==> src/sv/sm83pd_pkg.sv <==
// Shared types and codes for the SM83 instruction predecoder.
// The decode stage and the top level both use this package. It has no dependencies.
package sm83pd_pkg;

    // Mnemonic codes, numbered in decode order
    localparam logic [5:0] MN_LD   = 6'd0;
    localparam logic [5:0] MN_DAA  = 6'd1;
    localparam logic [5:0] MN_CPL  = 6'd2;
    localparam logic [5:0] MN_ADD  = 6'd3;
    localparam logic [5:0] MN_RLCA = 6'd4;
    localparam logic [5:0] MN_RLA  = 6'd5;
    localparam logic [5:0] MN_RRCA = 6'd6;
    localparam logic [5:0] MN_RRA  = 6'd7;
    localparam logic [5:0] MN_CCF  = 6'd8;
    localparam logic [5:0] MN_SCF  = 6'd9;
    localparam logic [5:0] MN_NOP  = 6'd10;
    localparam logic [5:0] MN_HALT = 6'd11;
    localparam logic [5:0] MN_STOP = 6'd12;
    localparam logic [5:0] MN_DI   = 6'd13;
    localparam logic [5:0] MN_EI   = 6'd14;
    localparam logic [5:0] MN_JP   = 6'd15;
    localparam logic [5:0] MN_JR   = 6'd16;
    localparam logic [5:0] MN_CALL = 6'd17;
    localparam logic [5:0] MN_RET  = 6'd18;
    localparam logic [5:0] MN_RETI = 6'd19;
    localparam logic [5:0] MN_ADC  = 6'd20;
    localparam logic [5:0] MN_INC  = 6'd27;
    localparam logic [5:0] MN_DEC  = 6'd28;
    localparam logic [5:0] MN_POP  = 6'd29;
    localparam logic [5:0] MN_PUSH = 6'd30;
    localparam logic [5:0] MN_RST  = 6'd31;
    localparam logic [5:0] MN_RLC  = 6'd32;
    localparam logic [5:0] MN_BIT  = 6'd40;

    // 8-bit register codes
    localparam logic [2:0] REG_C      = 3'd1;
    localparam logic [2:0] REG_HL_MEM = 3'd6;
    localparam logic [2:0] REG_A      = 3'd7;

    // Register pair codes
    localparam logic [1:0] PAIR_HL = 2'd2;
    localparam logic [1:0] PAIR_SP = 2'd3;

    typedef struct packed {
        logic        recognized;
        logic [1:0]  inst_length;
        logic [2:0]  machine_cycles;
        logic [5:0]  mnemonic;
        logic [2:0]  dst_reg;
        logic [2:0]  src_reg;
        logic [1:0]  pair_sel;
        logic        has_condition;
        logic [1:0]  condition;
        logic [2:0]  bit_number;
        logic [15:0] operand_value;
    } dec_result_t;

    // ALU group: add, adc, sub, sbc, and, xor, or, cp
    function automatic logic [5:0] alu_mnemonic(input logic [2:0] sel);
        logic [5:0] mn;
        if (sel == 3'd0) begin
            mn = MN_ADD;
        end else begin
            mn = MN_ADC + {3'd0, sel} - 6'd1;
        end
        return mn;
    endfunction

endpackage

==> src/sv/sm83pd_decode.sv <==
// Combinational decode of one SM83 instruction window, primary and CB pages.
// Depends on sm83pd_pkg for the result struct and the mnemonic and register codes.
module sm83pd_decode
    import sm83pd_pkg::*;
(
    input  logic [15:0]  instruction_address,
    input  logic [7:0]   opcode_byte,
    input  logic [7:0]   next_byte,
    input  logic [7:0]   third_byte,
    output dec_result_t  result
);

    localparam logic [7:0] OP_NOP       = 8'h00;
    localparam logic [7:0] OP_LD_BC_A   = 8'h02;
    localparam logic [7:0] OP_RLCA      = 8'h07;
    localparam logic [7:0] OP_LD_NN_SP  = 8'h08;
    localparam logic [7:0] OP_LD_A_BC   = 8'h0A;
    localparam logic [7:0] OP_RRCA      = 8'h0F;
    localparam logic [7:0] OP_STOP      = 8'h10;
    localparam logic [7:0] OP_LD_DE_A   = 8'h12;
    localparam logic [7:0] OP_RLA       = 8'h17;
    localparam logic [7:0] OP_JR        = 8'h18;
    localparam logic [7:0] OP_LD_A_DE   = 8'h1A;
    localparam logic [7:0] OP_RRA       = 8'h1F;
    localparam logic [7:0] OP_LD_HLI_A  = 8'h22;
    localparam logic [7:0] OP_DAA       = 8'h27;
    localparam logic [7:0] OP_LD_A_HLI  = 8'h2A;
    localparam logic [7:0] OP_CPL       = 8'h2F;
    localparam logic [7:0] OP_LD_HLD_A  = 8'h32;
    localparam logic [7:0] OP_SCF       = 8'h37;
    localparam logic [7:0] OP_LD_A_HLD  = 8'h3A;
    localparam logic [7:0] OP_CCF       = 8'h3F;
    localparam logic [7:0] OP_HALT      = 8'h76;
    localparam logic [7:0] OP_JP        = 8'hC3;
    localparam logic [7:0] OP_RET       = 8'hC9;
    localparam logic [7:0] OP_PREFIX_CB = 8'hCB;
    localparam logic [7:0] OP_CALL      = 8'hCD;
    localparam logic [7:0] OP_RETI      = 8'hD9;
    localparam logic [7:0] OP_LDH_N_A   = 8'hE0;
    localparam logic [7:0] OP_LD_C_A    = 8'hE2;
    localparam logic [7:0] OP_ADD_SP_E  = 8'hE8;
    localparam logic [7:0] OP_JP_HL     = 8'hE9;
    localparam logic [7:0] OP_LD_NN_A   = 8'hEA;
    localparam logic [7:0] OP_LDH_A_N   = 8'hF0;
    localparam logic [7:0] OP_LD_A_C    = 8'hF2;
    localparam logic [7:0] OP_DI        = 8'hF3;
    localparam logic [7:0] OP_LD_HL_SPE = 8'hF8;
    localparam logic [7:0] OP_LD_SP_HL  = 8'hF9;
    localparam logic [7:0] OP_LD_A_NN   = 8'hFA;
    localparam logic [7:0] OP_EI        = 8'hFB;

    logic [1:0]  op_hi;
    logic [2:0]  op_mid;
    logic [2:0]  op_lo;
    logic [1:0]  cb_hi;
    logic [2:0]  cb_mid;
    logic [2:0]  cb_lo;
    logic [15:0] imm16;
    logic [15:0] sext;
    logic [15:0] target;

    assign op_hi  = opcode_byte[7:6];
    assign op_mid = opcode_byte[5:3];
    assign op_lo  = opcode_byte[2:0];
    assign cb_hi  = next_byte[7:6];
    assign cb_mid = next_byte[5:3];
    assign cb_lo  = next_byte[2:0];
    assign imm16  = {third_byte, next_byte};
    assign sext   = {{8{next_byte[7]}}, next_byte};
    assign target = instruction_address + 16'd2 + sext;

    always_comb begin
        result = '0;
        case (opcode_byte)
            OP_LD_A_BC, OP_LD_A_DE: begin
                result = '{1'b1, 2'd1, 3'd2, MN_LD, REG_A, 3'd0,
                           {1'b0, opcode_byte[4]}, 1'b0, 2'd0, 3'd0, 16'd0};
            end
            OP_LD_BC_A, OP_LD_DE_A: begin
                result = '{1'b1, 2'd1, 3'd2, MN_LD, 3'd0, REG_A,
                           {1'b0, opcode_byte[4]}, 1'b0, 2'd0, 3'd0, 16'd0};
            end
            OP_LD_A_NN: begin
                result = '{1'b1, 2'd3, 3'd4, MN_LD, REG_A, 3'd0, 2'd0, 1'b0, 2'd0,
                           3'd0, imm16};
            end
            OP_LD_NN_A: begin
                result = '{1'b1, 2'd3, 3'd4, MN_LD, 3'd0, REG_A, 2'd0, 1'b0, 2'd0,
                           3'd0, imm16};
            end
            OP_LDH_A_N: begin
                result = '{1'b1, 2'd2, 3'd3, MN_LD, REG_A, 3'd0, 2'd0, 1'b0, 2'd0,
                           3'd0, {8'd0, next_byte}};
            end
            OP_LDH_N_A: begin
                result = '{1'b1, 2'd2, 3'd3, MN_LD, 3'd0, REG_A, 2'd0, 1'b0, 2'd0,
                           3'd0, {8'd0, next_byte}};
            end
            OP_LD_NN_SP: begin
                result = '{1'b1, 2'd3, 3'd5, MN_LD, 3'd0, 3'd0, PAIR_SP, 1'b0, 2'd0,
                           3'd0, imm16};
            end
            OP_LD_A_C: begin
                result = '{1'b1, 2'd1, 3'd2, MN_LD, REG_A, REG_C, 2'd0, 1'b0, 2'd0,
                           3'd0, 16'd0};
            end
            OP_LD_C_A: begin
                result = '{1'b1, 2'd1, 3'd2, MN_LD, REG_C, REG_A, 2'd0, 1'b0, 2'd0,
                           3'd0, 16'd0};
            end
            OP_LD_HLI_A, OP_LD_HLD_A: begin
                result = '{1'b1, 2'd1, 3'd2, MN_LD, 3'd0, REG_A, PAIR_HL, 1'b0, 2'd0,
                           3'd0, 16'd0};
            end
            OP_LD_A_HLI, OP_LD_A_HLD: begin
                result = '{1'b1, 2'd1, 3'd2, MN_LD, REG_A, 3'd0, PAIR_HL, 1'b0, 2'd0,
                           3'd0, 16'd0};
            end
            OP_LD_SP_HL: begin
                result = '{1'b1, 2'd1, 3'd2, MN_LD, 3'd0, 3'd0, PAIR_SP, 1'b0, 2'd0,
                           3'd0, 16'd0};
            end
            OP_DAA: begin
                result.recognized = 1'b1; result.inst_length = 2'd1;
                result.machine_cycles = 3'd1; result.mnemonic = MN_DAA;
                result.dst_reg = REG_A;
            end
            OP_CPL: begin
                result.recognized = 1'b1; result.inst_length = 2'd1;
                result.machine_cycles = 3'd1; result.mnemonic = MN_CPL;
                result.dst_reg = REG_A;
            end
            OP_ADD_SP_E: begin
                result = '{1'b1, 2'd2, 3'd4, MN_ADD, 3'd0, 3'd0, PAIR_SP, 1'b0, 2'd0,
                           3'd0, sext};
            end
            OP_LD_HL_SPE: begin
                result = '{1'b1, 2'd2, 3'd3, MN_LD, 3'd0, 3'd0, PAIR_HL, 1'b0, 2'd0,
                           3'd0, sext};
            end
            OP_RLCA, OP_RLA, OP_RRCA, OP_RRA: begin
                result.recognized = 1'b1; result.inst_length = 2'd1;
                result.machine_cycles = 3'd1; result.dst_reg = REG_A;
                case (opcode_byte)
                    OP_RLCA: result.mnemonic = MN_RLCA;
                    OP_RLA:  result.mnemonic = MN_RLA;
                    OP_RRCA: result.mnemonic = MN_RRCA;
                    default: result.mnemonic = MN_RRA;
                endcase
            end
            OP_CCF, OP_SCF, OP_NOP, OP_HALT, OP_DI, OP_EI: begin
                result.recognized = 1'b1; result.inst_length = 2'd1;
                result.machine_cycles = 3'd1;
                case (opcode_byte)
                    OP_CCF:  result.mnemonic = MN_CCF;
                    OP_SCF:  result.mnemonic = MN_SCF;
                    OP_NOP:  result.mnemonic = MN_NOP;
                    OP_HALT: result.mnemonic = MN_HALT;
                    OP_DI:   result.mnemonic = MN_DI;
                    default: result.mnemonic = MN_EI;
                endcase
            end
            OP_STOP: begin
                result.recognized = 1'b1; result.inst_length = 2'd1;
                result.mnemonic = MN_STOP;
            end
            OP_JP: begin
                result = '{1'b1, 2'd3, 3'd4, MN_JP, 3'd0, 3'd0, 2'd0, 1'b0, 2'd0,
                           3'd0, imm16};
            end
            OP_JP_HL: begin
                result = '{1'b1, 2'd1, 3'd1, MN_JP, 3'd0, 3'd0, PAIR_HL, 1'b0, 2'd0,
                           3'd0, 16'd0};
            end
            OP_JR: begin
                result = '{1'b1, 2'd2, 3'd3, MN_JR, 3'd0, 3'd0, 2'd0, 1'b0, 2'd0,
                           3'd0, target};
            end
            OP_CALL: begin
                result = '{1'b1, 2'd3, 3'd6, MN_CALL, 3'd0, 3'd0, 2'd0, 1'b0, 2'd0,
                           3'd0, imm16};
            end
            OP_RET: begin
                result.recognized = 1'b1; result.inst_length = 2'd1;
                result.machine_cycles = 3'd4; result.mnemonic = MN_RET;
            end
            OP_RETI: begin
                result.recognized = 1'b1; result.inst_length = 2'd1;
                result.machine_cycles = 3'd4; result.mnemonic = MN_RETI;
            end
            OP_PREFIX_CB: begin
                result.recognized = 1'b1;
                result.inst_length = 2'd2;
                result.dst_reg = cb_lo;
                if (cb_hi == 2'd0) begin
                    // rotates and shifts
                    result.mnemonic = MN_RLC + {3'd0, cb_mid};
                    result.machine_cycles = (cb_lo == REG_HL_MEM) ? 3'd4 : 3'd2;
                end else begin
                    // bit, res, set
                    result.bit_number = cb_mid;
                    result.mnemonic = MN_BIT + {4'd0, cb_hi} - 6'd1;
                    if (cb_lo != REG_HL_MEM) begin
                        result.machine_cycles = 3'd2;
                    end else if (cb_hi == 2'd1) begin
                        result.machine_cycles = 3'd3;
                    end else begin
                        result.machine_cycles = 3'd4;
                    end
                end
            end
            default: begin
                case (op_hi)
                    2'd1: begin
                        result.recognized = 1'b1; result.inst_length = 2'd1;
                        result.mnemonic = MN_LD;
                        result.dst_reg = op_mid; result.src_reg = op_lo;
                        result.machine_cycles =
                            (op_mid == REG_HL_MEM || op_lo == REG_HL_MEM) ? 3'd2 : 3'd1;
                    end
                    2'd2: begin
                        result.recognized = 1'b1; result.inst_length = 2'd1;
                        result.mnemonic = alu_mnemonic(op_mid);
                        result.dst_reg = REG_A; result.src_reg = op_lo;
                        result.machine_cycles = (op_lo == REG_HL_MEM) ? 3'd2 : 3'd1;
                    end
                    2'd0: begin
                        case (op_lo)
                            3'd0: begin
                                // jr cc; the unconditional forms are handled above
                                if (opcode_byte[5]) begin
                                    result = '{1'b1, 2'd2, 3'd3, MN_JR, 3'd0, 3'd0, 2'd0,
                                               1'b1, op_mid[1:0], 3'd0, target};
                                end
                            end
                            3'd1: begin
                                result.recognized = 1'b1;
                                result.pair_sel = op_mid[2:1];
                                if (!opcode_byte[3]) begin
                                    result.mnemonic = MN_LD; result.inst_length = 2'd3;
                                    result.machine_cycles = 3'd3;
                                    result.operand_value = imm16;
                                end else begin
                                    result.mnemonic = MN_ADD; result.inst_length = 2'd1;
                                    result.machine_cycles = 3'd2;
                                end
                            end
                            3'd3: begin
                                result.recognized = 1'b1; result.inst_length = 2'd1;
                                result.machine_cycles = 3'd2;
                                result.pair_sel = op_mid[2:1];
                                result.mnemonic = op_mid[0] ? MN_DEC : MN_INC;
                            end
                            3'd4, 3'd5: begin
                                result.recognized = 1'b1; result.inst_length = 2'd1;
                                result.dst_reg = op_mid;
                                result.mnemonic = op_lo[0] ? MN_DEC : MN_INC;
                                result.machine_cycles = (op_mid == REG_HL_MEM) ? 3'd3 : 3'd1;
                            end
                            3'd6: begin
                                result.recognized = 1'b1; result.inst_length = 2'd2;
                                result.mnemonic = MN_LD;
                                result.dst_reg = op_mid;
                                result.operand_value = {8'd0, next_byte};
                                result.machine_cycles = (op_mid == REG_HL_MEM) ? 3'd3 : 3'd2;
                            end
                            default: begin
                                result = '0;
                            end
                        endcase
                    end
                    default: begin
                        case (op_lo)
                            3'd0: begin
                                if (!opcode_byte[5]) begin
                                    result = '{1'b1, 2'd1, 3'd5, MN_RET, 3'd0, 3'd0, 2'd0,
                                               1'b1, op_mid[1:0], 3'd0, 16'd0};
                                end
                            end
                            3'd1: begin
                                if (!opcode_byte[3]) begin
                                    result = '{1'b1, 2'd1, 3'd3, MN_POP, 3'd0, 3'd0,
                                               op_mid[2:1], 1'b0, 2'd0, 3'd0, 16'd0};
                                end
                            end
                            3'd2: begin
                                if (!opcode_byte[5]) begin
                                    result = '{1'b1, 2'd3, 3'd4, MN_JP, 3'd0, 3'd0, 2'd0,
                                               1'b1, op_mid[1:0], 3'd0, imm16};
                                end
                            end
                            3'd4: begin
                                // e4, ec, f4, fc stay unrecognised
                                if (!opcode_byte[5]) begin
                                    result = '{1'b1, 2'd3, 3'd6, MN_CALL, 3'd0, 3'd0, 2'd0,
                                               1'b1, op_mid[1:0], 3'd0, imm16};
                                end
                            end
                            3'd5: begin
                                if (!opcode_byte[3]) begin
                                    result = '{1'b1, 2'd1, 3'd4, MN_PUSH, 3'd0, 3'd0,
                                               op_mid[2:1], 1'b0, 2'd0, 3'd0, 16'd0};
                                end
                            end
                            3'd6: begin
                                result = '{1'b1, 2'd2, 3'd2, alu_mnemonic(op_mid), REG_A,
                                           3'd0, 2'd0, 1'b0, 2'd0, 3'd0,
                                           {8'd0, next_byte}};
                            end
                            3'd7: begin
                                result = '{1'b1, 2'd1, 3'd4, MN_RST, 3'd0, 3'd0, 2'd0,
                                           1'b0, 2'd0, 3'd0, {10'd0, op_mid, 3'd0}};
                            end
                            default: begin
                                result = '0;
                            end
                        endcase
                    end
                endcase
            end
        endcase
    end

endmodule

==> src/sv/sm83_instruction_predecoder_core.sv <==
// Top level of the SM83 instruction predecoder: input register, decode, result register.
// Depends on sm83pd_pkg and sm83pd_decode.
//
// Usage
//   Input channel (s_*): one word per instruction window, carrying the address of
//   the opcode byte and the three bytes found there. Bytes past the instruction's
//   length are ignored.
//   Result channel (m_*): one word per input word, in order, giving the decoded
//   fields. Unknown opcodes come back with m_recognized low and all other fields 0.
//
// Flow and throughput
//   A word taken from the input channel is registered, decoded in the following
//   cycle and, once the result register has room, held there, which raises
//   m_valid. One word is accepted every cycle while m_ready stays high; the rate
//   is set by the two register stages, each of which refills in the cycle it
//   drains.
//
// Reset and stalls
//   aresetn (synchronous, active low) empties both stages; payload registers keep
//   whatever they held. When the receiver holds m_ready low, the result register
//   holds its word and the input stage still fills; s_ready then drops only once
//   both stages are occupied, so no word is lost or repeated.
module sm83_instruction_predecoder_core
    import sm83pd_pkg::*;
(
    input  logic        aclk,
    input  logic        aresetn,

    input  logic        s_valid,
    output logic        s_ready,
    input  logic [15:0] s_instruction_address,
    input  logic [7:0]  s_opcode_byte,
    input  logic [7:0]  s_next_byte,
    input  logic [7:0]  s_third_byte,

    output logic        m_valid,
    input  logic        m_ready,
    output logic        m_recognized,
    output logic [1:0]  m_inst_length,
    output logic [2:0]  m_machine_cycles,
    output logic [5:0]  m_mnemonic,
    output logic [2:0]  m_dst_reg,
    output logic [2:0]  m_src_reg,
    output logic [1:0]  m_pair_sel,
    output logic        m_has_condition,
    output logic [1:0]  m_condition,
    output logic [2:0]  m_bit_number,
    output logic [15:0] m_operand_value
);

    // Input stage
    logic        in_valid_reg;
    logic        in_valid_next;
    logic [15:0] addr_reg;
    logic [7:0]  opcode_reg;
    logic [7:0]  next_byte_reg;
    logic [7:0]  third_byte_reg;

    // Result stage
    logic        out_valid_reg;
    logic        out_valid_next;
    dec_result_t result_reg;
    dec_result_t decoded;

    logic        in_load;
    logic        out_load;
    logic        out_free;

    // The result register can take a new word when empty or being drained now.
    assign out_free = !out_valid_reg || m_ready;
    // Advance the input stage into the result register whenever it holds a word
    // and there is room.
    assign out_load = in_valid_reg && out_free;
    // The input register frees up in the same cycle it hands its word on.
    assign s_ready  = !in_valid_reg || out_free;
    assign in_load  = s_valid && s_ready;

    always_comb begin
        in_valid_next = in_valid_reg;
        if (in_load) begin
            in_valid_next = 1'b1;
        end else if (out_load) begin
            in_valid_next = 1'b0;
        end
    end

    always_comb begin
        out_valid_next = out_valid_reg;
        if (out_load) begin
            out_valid_next = 1'b1;
        end else if (m_ready) begin
            out_valid_next = 1'b0;
        end
    end

    always_ff @(posedge aclk) begin
        if (!aresetn) begin
            in_valid_reg  <= 1'b0;
            out_valid_reg <= 1'b0;
        end else begin
            in_valid_reg  <= in_valid_next;
            out_valid_reg <= out_valid_next;
        end
    end

    // Capture the window; hold it while the result stage is stalled.
    always_ff @(posedge aclk) begin
        if (in_load) begin
            addr_reg       <= s_instruction_address;
            opcode_reg     <= s_opcode_byte;
            next_byte_reg  <= s_next_byte;
            third_byte_reg <= s_third_byte;
        end
    end

    sm83pd_decode u_decode (
        .instruction_address (addr_reg),
        .opcode_byte         (opcode_reg),
        .next_byte           (next_byte_reg),
        .third_byte          (third_byte_reg),
        .result              (decoded)
    );

    always_ff @(posedge aclk) begin
        if (out_load) begin
            result_reg <= decoded;
        end
    end

    assign m_valid          = out_valid_reg;
    assign m_recognized     = result_reg.recognized;
    assign m_inst_length    = result_reg.inst_length;
    assign m_machine_cycles = result_reg.machine_cycles;
    assign m_mnemonic       = result_reg.mnemonic;
    assign m_dst_reg        = result_reg.dst_reg;
    assign m_src_reg        = result_reg.src_reg;
    assign m_pair_sel       = result_reg.pair_sel;
    assign m_has_condition  = result_reg.has_condition;
    assign m_condition      = result_reg.condition;
    assign m_bit_number     = result_reg.bit_number;
    assign m_operand_value  = result_reg.operand_value;

endmodule
==> config.mk <==
export PLATFORM = sky130hd
export DESIGN_NAME = sm83_instruction_predecoder_core
export DESIGN_NICKNAME = d
export VERILOG_FILES = /design/src/sv/sm83pd_pkg.sv /design/src/sv/sm83pd_decode.sv /design/src/sv/sm83_instruction_predecoder_core.sv
export SDC_FILE = /design/constraint.sdc
export NUM_CORES = 1
export LEC_CHECK = 0
export BUFFER_PORTS_ARGS = -buffer_cell sky130_fd_sc_hd__clkbuf_2
export CAP_MARGIN = 20
export CORE_UTILIZATION = 30
export DETAILED_ROUTE_END_ITERATION = 8
export MAX_ROUTING_LAYER = met4
export PLACE_DENSITY = 0.44
export RECOVER_POWER = 100
export SYNTH_ARGS = -nofsm -noshare
export SYNTH_HDL_FRONTEND = slang
export SYNTH_HIERARCHICAL = 1
export SYNTH_SLANG_ARGS = --single-unit
==> constraint.sdc <==
create_clock -name aclk -period 3.4 [get_ports aclk]
set_input_delay 0.17 -clock aclk [delete_from_list [all_inputs] [get_ports aclk]]
set_output_delay 0.17 -clock aclk [all_outputs]
set_load 0.01 [all_outputs]
**After elaboration in Yosys (flattened, before gate mapping)**

Cells that the tools add are included.

- Add/subtract/negate cells: 7
- Equality and inequality tests: 50
- Multiplexer cells: 42
- Reduce and logical (&&, ||, !) cells: 42

Operator list:

| kind | count |
|---|---|
| $pmux W42 S7 | 1 |
| $mux W42 | 6 |
| $eq A8 B8 Y1 const B | 17 |
| $pmux W16 S5 | 1 |
| $pmux W6 S13 | 1 |
| $eq A8 B6 Y1 const B | 8 |
| $pmux W8 S8 | 1 |
| $pmux W12 S5 | 1 |
| $pmux W18 S3 | 1 |
| $eq A8 B5 Y1 const B | 6 |
| $pmux W16 S3 | 1 |
| $pmux W24 S2 | 1 |
| $reduce_or A37 Y1 | 1 |
| $reduce_or A28 Y1 | 1 |
| $reduce_or A27 Y1 | 1 |
| $reduce_or A13 Y1 | 2 |
| $eq A8 B4 Y1 const B | 3 |
| $pmux W3 S8 | 1 |
| $reduce_or A23 Y1 | 1 |
| $mux W3 | 7 |
| $reduce_or A21 Y1 | 1 |
| $eq A3 B3 Y1 const B | 6 |
| $reduce_or A2 Y1 | 9 |
| $reduce_or A6 Y1 | 3 |
| 38 further kinds | 60 |

- Register bits after elaboration: 84
- Input bits: 44

**Depth between registers and ports, before layout**

- Depth after elaboration: 6
- Gate-level depth with buffers: 11

**Modules after synthesis**

The synthesis kept the hierarchy.

Modules (own cells, without submodules):

| module | times used | cells each | area each (um^2) |
|---|---|---|---|
| sm83pd_decode | 1 | 474 | 3057.9 |
| sm83_instruction_predecoder_core | 1 | 91 | 2566.2 |

**Least setup slack after synthesis**

Ideal clock, no wire load.

- Path kind: register to register
- From: reg out_valid_reg, in the netlist m_valid
- To: reg addr_reg[0] (enable)
- Library setup time: 0.451 ns
- Arrival: 2.493 ns
- Required time: 2.949 ns
- Path slack: 0.456 ns
- Stages on the path, launching flop included: 3
- Period minus slack after synthesis: 2.944 ns
- Cells stage by stage: dfxtp_1 -> nor2b_4 -> a21oi_1

- Longest elaborated chain between the ends: 4

Ends and longest elaborated chain:

| element | RTL line | text |
|---|---|---|
| from (decl) | sm83_instruction_predecoder_core.sv:60 | `logic out_valid_reg;` |
| from (signal assigned) | sm83_instruction_predecoder_core.sv:102 | `out_valid_reg <= out_valid_next;` |
| $logic_not A1 Y1 | sm83_instruction_predecoder_core.sv:70 | `assign out_free = !out_valid_reg \|\| m_ready;` |
| $logic_or A1 B1 Y1 | sm83_instruction_predecoder_core.sv:70 |  |
| $logic_or A1 B1 Y1 | sm83_instruction_predecoder_core.sv:75 | `assign s_ready = !in_valid_reg \|\| out_free;` |
| $logic_and A1 B1 Y1 | sm83_instruction_predecoder_core.sv:76 | `assign in_load = s_valid && s_ready;` |
| via in_load | sm83_instruction_predecoder_core.sv:65 | `logic in_load;` |
| to (signal assigned) | sm83_instruction_predecoder_core.sv:109 | `addr_reg <= s_instruction_address;` |
| to (decl) | sm83_instruction_predecoder_core.sv:54 | `logic [15:0] addr_reg;` |

The timed path passes the listed nets, and every way through them passes these cells.
A chain may end at the register's enable or synchronous reset.

==> run metrics <==
status finished, violations left; failing checks DRC, capacitance limit, slew limit; initial antenna violation count 0; clk sink count 84; post-CTS setup buffer count 0; worst skew pair latency roughly 0.35 ns; IR Drop Worst-Case VDD 0.269 mV; Lkg Pwr ~2.7 nW; EDFF count, synth 82; Critical Setup Path Class reg -> reg; WHS Endpoint third_byte_reg[2]; vias in the first global route just over 5k; Slew headroom -33.8%; RR Startpoint opcode_reg[0]; setup TNS 0 ns; Cells on Worst Hold Path 1; Min Clock Period, post-route about 3.2 ns; Initial Util a little under a third; Synth Instances around 570; DR iter-0 viols 385; RSZ-0062 raised after global routing false; Startpoint Class flip-flop; Avg Inst Size Synth ~10 um2; clock skew between 0.01 and 0.015 ns; die extent in y ~140 um; Post-Syn Nets between 600 and 700; setup violators final 0; Arrival @ worst endpoint 3.27 ns; CTS Buf Count 9; Sequential Power Share between 40% and 50%; Core Util, Final roughly two fifths; warnings from Yosys 6; Final Cycle Share 93.6%; DRC Markers 5; total track usage just over 20%; P_int around 2 mW; FFs w/ async S/R, synth 0%; Slew @ Worst Pin around 2 ns; Root Buffer clkbuf_16; # IOs between 80 and 90; ratio of cells with drive above 1 in the final layout 14.5%; CP peak stage delay just over 0.6 ns; H-tree depth 3; post-DP HPWL 14000 um; Area growth, synth to finish 25.4%; Longest Clk Path Bufs 2; final antenna-violating net count 0; R2R Setup Slk 0.22 ns; post-synthesis register bit count 84; Die W between 100 and 150 um; number of hold violations in the final report 0; GRT overflow 0; Switching Power between 800 and 900 uW; r2r endpoint m_operand_value[14]; sequential-to-total area share from yosys stat 44.5%; switching portion of total power between 20% and 30%; nets@finish 783; synth unique cells 79; Slowest cell on crit path clkbuf_1; Core ar. 18100 um2; power share of the clock group roughly a third; Clk pin slew, worst setup/hold paths about 0.060 ns; # diodes 0; pin count of the biggest net entering global routing 27; CP cell instances clkbuf_1 > nor4bb_1 > buf_4 > nand4_1 > and4_1 > nand4_2 > clkbuf_2 > nor3b_1 > a211oi_1; FP Rows 49; CTS tree built; Post-Synthesis Cell Area between 5000 and 6000 um2; via count ~5.2k; Required @ worst endpoint ~3.5 ns; port bufs 87; Max Cap Viol 1; maximum fanout along the worst path 21; vias per cell about 5.5; drt total wl around 19000 um; global-route wire length before repair about 29000 um; DIE AREA 19300 um2; power per cell area between 300 and 400 nW/um2; routability cong. between 0.9 and 1; logic gate share of total power around 23%; max-slew violation count 18; Crit. End Element flip-flop; fmax approximately 310 MHz; TritonRoute pass-1 iters 8; Worst R2R Path Depth 9; Hold Crit Class in -> reg; worst hold start s_third_byte[2]; wire per inst slightly below 20 um; Main synth FF type edfxtp_1
==> per-stage QoR <==
stage,setup WS [ns],area [um2],std cells,power (mW),hold WS [ns]
2_1_floorplan,0.456,5620,565,1.66,0.269
3_3_place_gp,0.335,6530,887,1.89,0.346
3_5_place_dp,0.259,6530,887,1.88,0.349
4_1_cts,0.212,7160,939,2.86,0.000767
5_1_grt,0.0410,7050,940,2.96,0.0251
6_report,0.218,7050,940,2.81,0.0233
==> cell usage in the layout, fill, tap and decap left out, drive strengths merged, types with 11 or more instances in the layout <==
cell and n:
inv 16, clkbuf 104, ha 32, nor2 32, nand2b 11, o21ai 23
a211oi 13, nand3 21, nand2 48, dlygate4sd3 37, nor2b 11, buf 36
edfxtp 82, a21oi 45, nor3 19
==> layout make-up <==
cell class / instances / area (um2)
flip-flops and latches: 84 / 2500
fillers: 1867 / 11100
repair buffers: 168 / 1050
clock buffers: 9 / 225
multi-input cells: 428 / 2880
well taps: 229 / 287
inverters: 15 / 56.3
clock inverters: 7 / 50.0
==> routing by layer <==
metal	part of all wire [%]	wire [um]	track usage, %	up-vias
met4	3.6	671	9.77	0
met5	0	0	-	-
met1	46	8510	25.8	2487
met3	5.1	944	3.42	47
met2	45	8430	31.4	191
li1	-	-	-	2476
==> repair_timing <==
action,in CTS,in global routing
hold endpoints to repair,36,1
hold buffers,36,1
gates resized for setup,0,2
setup endpoints to repair,0,2
==> cells by family after synthesis <==
kind of cell               after synthesis  synth area share [%]
xor gates and xnor gates                14                  2.18
AOI/OAI and AO/OA                      172                  20.9
muxes                                    4                 0.734
and+or+nand+nor                        205                  20.0
buffers and inverters                   53                  4.18
adders and majority gates               33                  7.47
DFF                                     84                  44.5
==> worst max path at each step <==
| stage | from | endpoint | cells past startpoint |
|---|---|---|---|
| 2_1_floorplan | m_valid | addr_reg[0] | 2 |
| 3_3_place_gp | next_byte_reg[1] | m_operand_value[13] | 11 |
| 3_5_place_dp | next_byte_reg[1] | m_operand_value[11] | 11 |
| 4_1_cts | next_byte_reg[1] | m_operand_value[11] | 11 |
| 5_1_grt | opcode_reg[6] | m_operand_value[14] | 8 |
| 6_report | opcode_reg[0] | m_operand_value[14] | 9 |
==> critical path, delay by kind of cell, from the launching register on <==
kind                   cells  cell delay, ns
buffers and inverters      3            1.20
and+or+nand+nor            5            1.15
AOI/OAI and AO/OA          1            0.10
DFF                        1            0.45
==> synthesized netlist by cell type (6+ instances only) <==
| cell type | number | area [um2] |
|---|---|---|
| nor3_1 | 19 | 95.1 |
| a2111oi_0 | 6 | 52.6 |
| a31oi_1 | 6 | 37.5 |
| a21oi_1 | 45 | 225 |
| and3_1 | 7 | 43.8 |
| a21o_1 | 9 | 67.6 |
| nand4_1 | 7 | 43.8 |
| o211ai_1 | 7 | 52.6 |
| ha_1 | 32 | 400 |
| and2_1 | 10 | 62.6 |
| edfxtp_1 | 82 | 2460 |
| inv_1 | 13 | 48.8 |
| a22o_1 | 8 | 70.1 |
| xnor2_1 | 10 | 87.6 |
| nand2b_1 | 11 | 68.8 |
| nor2b_1 | 10 | 62.6 |
| nand3_1 | 21 | 105 |
| a221oi_1 | 8 | 70.1 |
| a211oi_1 | 13 | 97.6 |
| nand2_1 | 48 | 180 |
| clkbuf_1 | 22 | 82.6 |
| o21ai_0 | 22 | 110 |
| nor3b_1 | 6 | 45.0 |
| nor2_1 | 32 | 120 |
| o22ai_1 | 7 | 43.8 |
| buf_2 | 11 | 55.1 |
==> power groups by stage <==
| stage | logic [mW] | registers (mW) | clock network (mW) |
|---|---|---|---|
| 5_1_grt | 0.695 | 1.26 | 1.00 |
| 2_1_floorplan | 0.382 | 1.28 | 0 |
| 3_5_place_dp | 0.609 | 1.28 | 0 |
| 4_1_cts | 0.646 | 1.25 | 0.959 |
| 3_3_place_gp | 0.612 | 1.28 | 0 |
| 6_report | 0.633 | 1.25 | 0.928 |
Note: power is estimated with default switching activity, not from simulation.
